===== config.mk =====
export PLATFORM = sky130hd
export DESIGN_NAME = bpa_ctrl
export DESIGN_NICKNAME = d
export VERILOG_FILES = /design/src/design/bpa_pkg.sv /design/src/design/bpa_ctrl.sv
export SDC_FILE = /design/constraint.sdc
export NUM_CORES = 1
export LEC_CHECK = 0
export CAP_MARGIN = 20
export CORE_ASPECT_RATIO = 1.2
export CORE_MARGIN = 3
export CORE_UTILIZATION = 62
export DETAILED_ROUTE_END_ITERATION = 12
export DONT_BUFFER_PORTS = 1
export GPL_ROUTABILITY_DRIVEN = 1
export PLACE_DENSITY = 0.81
export SLEW_MARGIN = 40
export SYNTH_ARGS = -nofsm -noshare
export SYNTH_HDL_FRONTEND = slang
export SYNTH_SLANG_ARGS = --single-unit
export TNS_END_PERCENT = 100

===== constraint.sdc =====
create_clock -name clk -period 2.7 [get_ports clk]
set_clock_uncertainty 0.1 [all_clocks]
set_input_delay 0.405 -clock clk [delete_from_list [all_inputs] [get_ports clk]]
set_output_delay 0.405 -clock clk [all_outputs]
set_load 0.05 [all_outputs]

===== src/design/bpa_pkg.sv =====
// Shared constants, types and helper functions of the buddy page allocator.
package bpa_pkg;

    localparam int FRAME_BITS  = 20;
    localparam int TOP_ORDER   = 10;
    localparam int STACK_DEPTH = 256;
    localparam int NORD        = TOP_ORDER + 1;
    localparam int ORD_W       = $clog2(NORD);
    localparam int IDX_W       = $clog2(STACK_DEPTH);
    localparam int CNT_W       = $clog2(STACK_DEPTH + 1);
    localparam int PAGE_W      = 21;
    localparam int OP_W        = 2;
    localparam int ST_W        = 3;
    localparam int LOG_W       = 5;
    localparam int MEM_DEPTH   = NORD * STACK_DEPTH;
    localparam int ADDR_W      = $clog2(MEM_DEPTH);

    localparam logic [OP_W-1:0] OP_ALLOC = 2'd0;
    localparam logic [OP_W-1:0] OP_FREE  = 2'd1;
    localparam logic [OP_W-1:0] OP_SPAN  = 2'd2;

    localparam logic [ST_W-1:0] ST_OK      = 3'd0;
    localparam logic [ST_W-1:0] ST_NOMEM   = 3'd1;
    localparam logic [ST_W-1:0] ST_BADFREE = 3'd2;
    localparam logic [ST_W-1:0] ST_FULL    = 3'd3;
    localparam logic [ST_W-1:0] ST_IGNORED = 3'd4;

    localparam logic [ORD_W-1:0] ORD_LIMIT_RESET = ORD_W'(TOP_ORDER);

    typedef enum logic [4:0] {
        CMD_NONE, CMD_LOAD, CMD_ALLOC_SETUP, CMD_POP, CMD_POP_DATA, CMD_SPLIT,
        CMD_FREE_SETUP, CMD_SRCH_START, CMD_SRCH_RD, CMD_MERGE, CMD_FREE_COMMIT,
        CMD_RM_RD, CMD_RM_WR, CMD_RM_NEXT, CMD_PUSH_FINAL, CMD_SPAN_SETUP,
        CMD_SPAN_CALC, CMD_SPAN_PUSH, CMD_OUT
    } cmd_t;

    typedef struct packed {
        cmd_t            op;
        logic            st_load;
        logic [ST_W-1:0] st_code;
    } cmd_pkt_t;

    typedef struct packed {
        logic [OP_W-1:0] op;
        logic            req_zero;
        logic            frame_zero;
        logic            ord_over;
        logic            misalign;
        logic            no_src;
        logic            split_full;
        logic            lvl_above;
        logic            lvl_below_mx;
        logic            idx_zero;
        logic            match;
        logic            rm_more;
        logic            lvl_at_top;
        logic            lvl_full;
        logic            curr_lt_end;
    } sts_t;

    // Index of the highest set bit, zero for zero.
    function automatic logic [LOG_W-1:0] floor_log2(input logic [PAGE_W-1:0] v);
        logic [LOG_W-1:0] r;
        r = '0;
        for (int i = 0; i < PAGE_W; i++) begin
            if (v[i]) r = LOG_W'(i);
        end
        return r;
    endfunction

    // Index of the lowest set bit.
    function automatic logic [LOG_W-1:0] ctz(input logic [PAGE_W-1:0] v);
        logic [LOG_W-1:0] r;
        r = '0;
        for (int i = PAGE_W - 1; i >= 0; i--) begin
            if (v[i]) r = LOG_W'(i);
        end
        return r;
    endfunction

    // Smallest order whose block holds n pages.
    function automatic logic [LOG_W-1:0] ceil_ord(input logic [PAGE_W-1:0] n);
        logic [PAGE_W-1:0] m;
        m = n - PAGE_W'(1);
        if (n <= PAGE_W'(1)) return '0;
        return floor_log2(m) + LOG_W'(1);
    endfunction

    // Stack memory address of one entry of one order.
    function automatic logic [ADDR_W-1:0] mem_addr(input logic [ORD_W-1:0] ord,
                                                   input logic [IDX_W-1:0] idx);
        return ADDR_W'(ord) * ADDR_W'(STACK_DEPTH) + ADDR_W'(idx);
    endfunction

endpackage


===== src/design/bpa_ctrl.sv =====
// Sequencing state machine of the buddy page allocator.
module bpa_ctrl (
    input  logic            clk,
    input  logic            rst_n,
    input  logic            in_valid,
    output logic            in_ready,
    output logic            out_valid,
    input  logic            out_ready,
    input  bpa_pkg::sts_t   sts,
    output bpa_pkg::cmd_pkt_t cmd
);
    import bpa_pkg::*;

    typedef enum logic [13:0] {
        S_IDLE      = 14'b00000000000001,
        S_SETUP     = 14'b00000000000010,
        S_POP_RD    = 14'b00000000000100,
        S_POP_DATA  = 14'b00000000001000,
        S_SPLIT     = 14'b00000000010000,
        S_SRCH_CHK  = 14'b00000000100000,
        S_SRCH_RD   = 14'b00000001000000,
        S_SRCH_CMP  = 14'b00000010000000,
        S_FREE_FULL = 14'b00000100000000,
        S_RM        = 14'b00001000000000,
        S_RM_WR     = 14'b00010000000000,
        S_SPAN_CALC = 14'b00100000000000,
        S_SPAN_PUSH = 14'b01000000000000,
        S_DONE      = 14'b10000000000000
    } state_t;

    state_t state_reg, state_next;
    logic   out_valid_reg, out_valid_next;

    assign in_ready  = (state_reg == S_IDLE);
    assign out_valid = out_valid_reg;

    // Next state and datapath command.
    always_comb
    begin
        state_next     = state_reg;
        out_valid_next = out_valid_reg && !out_ready;
        cmd.op         = CMD_NONE;
        cmd.st_load    = 1'b0;
        cmd.st_code    = ST_OK;
        case (state_reg)
            S_IDLE:
            begin
                if (in_valid)
                begin
                    cmd.op     = CMD_LOAD;
                    state_next = S_SETUP;
                end
            end
            S_SETUP:
            begin
                state_next  = S_DONE;
                cmd.st_load = 1'b1;
                cmd.st_code = ST_IGNORED;
                if (sts.op == OP_ALLOC)
                begin
                    if (sts.req_zero)
                    begin
                        cmd.st_code = ST_IGNORED;
                    end
                    else if (sts.ord_over || sts.no_src)
                    begin
                        cmd.st_code = ST_NOMEM;
                    end
                    else if (sts.split_full)
                    begin
                        cmd.st_code = ST_FULL;
                    end
                    else
                    begin
                        cmd.st_load = 1'b0;
                        cmd.op      = CMD_ALLOC_SETUP;
                        state_next  = S_POP_RD;
                    end
                end
                else if (sts.op == OP_FREE)
                begin
                    if (sts.frame_zero || sts.req_zero)
                    begin
                        cmd.st_code = ST_IGNORED;
                    end
                    else if (sts.ord_over || sts.misalign)
                    begin
                        cmd.st_code = ST_BADFREE;
                    end
                    else
                    begin
                        cmd.st_load = 1'b0;
                        cmd.op      = CMD_FREE_SETUP;
                        state_next  = S_SRCH_CHK;
                    end
                end
                else if (sts.op == OP_SPAN)
                begin
                    if (!sts.req_zero)
                    begin
                        cmd.st_load = 1'b0;
                        cmd.op      = CMD_SPAN_SETUP;
                        state_next  = S_SPAN_CALC;
                    end
                end
            end
            S_POP_RD:
            begin
                cmd.op     = CMD_POP;
                state_next = S_POP_DATA;
            end
            S_POP_DATA:
            begin
                cmd.op     = CMD_POP_DATA;
                state_next = S_SPLIT;
            end
            S_SPLIT:
            begin
                if (sts.lvl_above)
                begin
                    cmd.op = CMD_SPLIT;
                end
                else
                begin
                    cmd.st_load = 1'b1;
                    cmd.st_code = ST_OK;
                    state_next  = S_DONE;
                end
            end
            S_SRCH_CHK:
            begin
                if (sts.lvl_below_mx)
                begin
                    cmd.op     = CMD_SRCH_START;
                    state_next = S_SRCH_RD;
                end
                else
                begin
                    state_next = S_FREE_FULL;
                end
            end
            S_SRCH_RD:
            begin
                if (sts.idx_zero)
                begin
                    state_next = S_FREE_FULL;
                end
                else
                begin
                    cmd.op     = CMD_SRCH_RD;
                    state_next = S_SRCH_CMP;
                end
            end
            S_SRCH_CMP:
            begin
                if (sts.match)
                begin
                    cmd.op     = CMD_MERGE;
                    state_next = S_SRCH_CHK;
                end
                else
                begin
                    state_next = S_SRCH_RD;
                end
            end
            S_FREE_FULL:
            begin
                if (sts.lvl_full)
                begin
                    cmd.st_load = 1'b1;
                    cmd.st_code = ST_FULL;
                    state_next  = S_DONE;
                end
                else
                begin
                    cmd.op     = CMD_FREE_COMMIT;
                    state_next = S_RM;
                end
            end
            S_RM:
            begin
                if (sts.lvl_at_top)
                begin
                    cmd.op      = CMD_PUSH_FINAL;
                    cmd.st_load = 1'b1;
                    cmd.st_code = ST_OK;
                    state_next  = S_DONE;
                end
                else if (sts.rm_more)
                begin
                    cmd.op     = CMD_RM_RD;
                    state_next = S_RM_WR;
                end
                else
                begin
                    cmd.op = CMD_RM_NEXT;
                end
            end
            S_RM_WR:
            begin
                cmd.op     = CMD_RM_WR;
                state_next = S_RM;
            end
            S_SPAN_CALC:
            begin
                if (sts.curr_lt_end)
                begin
                    cmd.op     = CMD_SPAN_CALC;
                    state_next = S_SPAN_PUSH;
                end
                else
                begin
                    cmd.st_load = 1'b1;
                    cmd.st_code = ST_OK;
                    state_next  = S_DONE;
                end
            end
            S_SPAN_PUSH:
            begin
                if (sts.lvl_full)
                begin
                    cmd.st_load = 1'b1;
                    cmd.st_code = ST_FULL;
                    state_next  = S_DONE;
                end
                else
                begin
                    cmd.op     = CMD_SPAN_PUSH;
                    state_next = S_SPAN_CALC;
                end
            end
            S_DONE:
            begin
                if (!out_valid_reg || out_ready)
                begin
                    cmd.op         = CMD_OUT;
                    out_valid_next = 1'b1;
                    state_next     = S_IDLE;
                end
            end
            default:
            begin
                state_next = S_IDLE;
            end
        endcase
    end

    // State registers.
    always_ff @(posedge clk or negedge rst_n)
    begin
        if (!rst_n)
        begin
            state_reg     <= S_IDLE;
            out_valid_reg <= 1'b0;
        end
        else
        begin
            state_reg     <= state_next;
            out_valid_reg <= out_valid_next;
        end
    end

endmodule


==> Yosys cells after proc, flatten, opt, wreduce, memory -nomap -nowiden <==
Index checks and enable logic that the tools add are counted.
{ "op_classes": {"n_reduce_logical": 10, "mux": 55, "eq_ne": 20} }
{ "ops": {"columns": ["cell", "n"], "rows": [
  ["2-to-1 mux 14 bit", 17],
  ["one-hot mux 14 bit (14 select lines)", 1],
  ["one-hot mux 5 bit (14 select lines)", 1],
  ["2-to-1 mux 4 bit", 9],
  ["2-to-1 mux 3 bit", 11],
  ["2-to-1 mux 5 bit", 6],
  ["2-to-1 mux 9 bit", 3],
  ["one-hot mux 4 bit (5 select lines)", 1],
  ["== test 14 x 1 -> 1 bit (second input constant)", 1],
  ["== test 14 x 10 -> 1 bit (second input constant)", 1],
  ["== test 14 x 11 -> 1 bit (second input constant)", 1],
  ["== test 14 x 12 -> 1 bit (second input constant)", 1],
  ["== test 14 x 13 -> 1 bit (second input constant)", 1],
  ["== test 14 bit (second input constant)", 1],
  ["== test 14 x 2 -> 1 bit (second input constant)", 1],
  ["== test 14 x 3 -> 1 bit (second input constant)", 1],
  ["== test 14 x 4 -> 1 bit (second input constant)", 1],
  ["== test 14 x 5 -> 1 bit (second input constant)", 1],
  ["== test 14 x 6 -> 1 bit (second input constant)", 1],
  ["== test 14 x 7 -> 1 bit (second input constant)", 1],
  ["== test 14 x 8 -> 1 bit (second input constant)", 1],
  ["== test 14 x 9 -> 1 bit (second input constant)", 1],
  ["2-to-1 mux 6 bit", 2],
  ["2-to-1 mux 7 bit", 1],
  ["other kinds (11)", 19]
]} }
{ "word_totals": {"inputBits": 20, "output_inout_bits": 11, "register_bits": 15, "word_cells": 87} }

==> Logic depth before layout (Yosys ltp) <==
{ "logic_depth": {"word_depth": 6, "depth_mapped": 7, "depth_no_buf": 5} }

==> Worst setup path after synthesis <==
OpenSTA, ideal clock, no wires.
{ "synth_timing": {"kind": "flip-flop to output port", "start": "register state_reg[4]", "end": "output cmd[0] (netlist bit)", "setup_slack_ns": -0.648, "stages_incl_launch_ff": 6, "t_arrival_ns": 2.843, "required_ns": 2.195, "cell_sequence": "dfrtp_1 > buf_6 > or4_1 > buf_2 > or4b_4 > o31ai_1"} }
{ "synth_lines": {"columns": ["element", "line_no", "rtl"], "rows": [
  ["start: declaration", "bpa_ctrl.sv:31", "state_t state_reg, state_next;"],
  ["start signal: assignment", "bpa_ctrl.sv:258", "state_reg <= state_next;"],
  ["end: declaration", "bpa_ctrl.sv:10", "output bpa_pkg::cmd_pkt_t cmd"]
]} }

==> run metrics <==
run status=finished, violations left; failing checks=negative setup slack; most frequent cells in the layout=buf_4, nand2_1, nor2_1; via count=1594; Cell Area, Placed=1560 sq um; CP Max Fanout=4; sequential share of power=28.6%; PwrDens=652 nW/um^2; Die Ht=56.5 um; Starting Density=68.7%; Setup TNS=-1.26 ns; #FFs+latches synth=15; final worst setup slack=-0.213 ns; root buffer cell=clkbuf_4; Avg WL per Cell=21.5 um; global-route wire length before repair=6.66 mm; register area=378 sq um; fin crit share=108%; number of synthesized flops with an enable pin=0; maxcap violations=0; Design Power=1.12 mW; vias in the first global route=1458; multi-input logic area=945 sq um; post-synth top area cell=dfrtp_1; Final setup viols=8; CP Capture Type=output port; Clock Power Share=12.1%; Hold Path Cell Cnt=1; most used flip-flop cell after synthesis=dfrtp_1; Leak Pwr=0.769 nW; Total GRT Usage=34.6%; GPL Wtd Cong=0.989; TritonCTS clock tree=built; Worst VDD drop=0.000443 V; Place WS=0.0706 ns; layout cell share with drive strength beyond 1=32.1%; core area=1910 sq um; most common cell after layout, fill and taps aside=buf_4; DRT Wirelength=4.57 mm; RSZ-0062 raised after global routing=yes; Cells after Synth=168; Synth top area share=26.6%; WHS Endpoint=state_reg[10]; Max Fclk=343 MHz; # IOs=31; layout net count=214; final instance area=1720 sq um; clk_lat worst skew=0.30 ns; antenna cells=0; Starting DRT DRC Count=84; Placed Instances=202; Clk pin slew, worst setup/hold paths=0.10 ns; vias per std cell=7.52; FILL cells=92; Area Growth Syn to Fin=31.1%; Final Hold Violating Endpoints=0; sequential-to-total area share from yosys stat=28.6%; Longest Clk Path Bufs=2; die extent in x=48.0 um; max-slew violation count=0; full die area=2710 sq um; Rows=17; initial antenna violation count=0; reg-to-reg endpoint=state_reg[0]; # DRC=0; Async S/R FF share, synth=100%; Comb power frac=59.3%; synthesized area=1320 sq um; non-filler cells, final=212; max reg flops=14; largest net degree at the start of global routing=16; top post-synthesis cells by area=dfrtp_1, nand2_1, nor2_1, nor3_1, nor4_1; Port Buffers=0; post-synthesis cell type count=45; Avg Inst Size Synth=7.83 sq um; critical path startpoint category=register; TritonCTS Buffers=3; Reg2Reg Setup Slack=0.61 ns; Worst Max-Slew Pin Slew=0.727 ns; fin crit period=2.91 ns; Psw=521 uW; htree depth=1; worst r2r path cells=7; HP Class=input pin to register; YS warnings=0; Crit Reg-Reg Startpoint=state_reg[6]; DR pass1 iterations=4; CP Launch Point=state_reg[8]; syn_nets=188; Internal Pwr Total=603 uW; Critical Setup Path Class=register to output port; grt ovf=0; Antenna Violating Nets Remaining=0; Hold Crit Start=sts[2]; dpl hpwl=3.12 mm; CTS sink count=15; Sw Ratio=46.3%; required time of the critical path=2.19 ns; worst path arrival time=2.41 ns; Slew Limit Headroom=51.4%
per-layer routing:
layer	vias up	track usage, %	wire length, um
met5	-	0	0
met4	0	18.8	216
met3	35	8.97	487
met2	132	52.4	2180
met1	745	42.7	1680
li1	682	-	-
critical path, cell delays in order (launching register included):
cell	delay, ns
dfrtp_1	0.40
or4_4	0.56
or4b_4	0.60
o221ai_2	0.24
nand2b_4	0.17
buf_12	0.13
power groups by stage:
| stage | clock network, mW | registers, mW | logic [mW] |
|---|---|---|---|
| floorplan | 0 | 0.287 | 0.420 |
| global placement | 0 | 0.321 | 0.565 |
| detailed placement | 0 | 0.324 | 0.572 |
| CTS | 0.139 | 0.320 | 0.616 |
| global route | 0.155 | 0.327 | 0.698 |
| finish | 0.136 | 0.321 | 0.666 |
metrics by stage:
stage                     hold WS (ns)  utilization (%)
after floorplan                0.00941                -
after global placement         0.00974             81.5
after detailed placement       0.00974             81.5
after CTS                       0.0599             87.1
after global routing            0.0574             90.1
final                           0.0767             90.1
worst max path at each step:
stage	to	slack (ns)
6_report	cmd[3]	-0.21
5_1_grt	cmd[7]	-0.38
4_1_cts	cmd[3]	-0.19
3_5_place_dp	cmd[3]	0.07
3_3_place_gp	cmd[3]	0.09
2_1_floorplan	cmd[5]	-0.21
synthesized netlist by cell type (2+ instances only):
cell type / instances
a21oi_1: 7
a31oi_1: 2
and2_1: 2
and3_1: 5
buf_4: 4
buf_6: 2
clkbuf_1: 3
dfrtp_1: 14
inv_1: 3
nand2_1: 19
nand2b_1: 6
nand3_1: 5
nand3b_1: 3
nand4_1: 5
nor2_1: 18
nor2b_1: 3
nor3_1: 12
nor3b_1: 3
nor4_1: 7
nor4b_1: 4
o2111ai_1: 3
o211ai_1: 2
o21ai_0: 7
o41ai_1: 3
or2_2: 2
or4_1: 2
or4b_2: 2
xor2_1: 3
what timing repair did:
item                       4_1_cts  5_1_grt
pin swaps                        9        3
setup endpoints to repair        9        9
hold buffers                     1        0
gates resized for setup         12        9
hold endpoints to repair        15        0
setup buffers                    3        2
kinds of logic after synthesis:
logic type / after synthesis / synth area share (%)
and+or+nand+nor: 106 / 46.7
buffers and inverters: 15 / 7.52
DFF: 15 / 28.6
AOI/OAI and AO/OA: 28 / 14.5
xor gates and xnor gates: 4 / 2.66
layout make-up:
type                       instances  area share [%]
inverter                           3           0.653
sequential                        15            21.9
multi-input combinational        138            54.8
tap                               19            1.38
clock buffer                       4            1.52
timing repair buffer              33            19.7
Note: power is estimated with default switching activity, not from simulation.
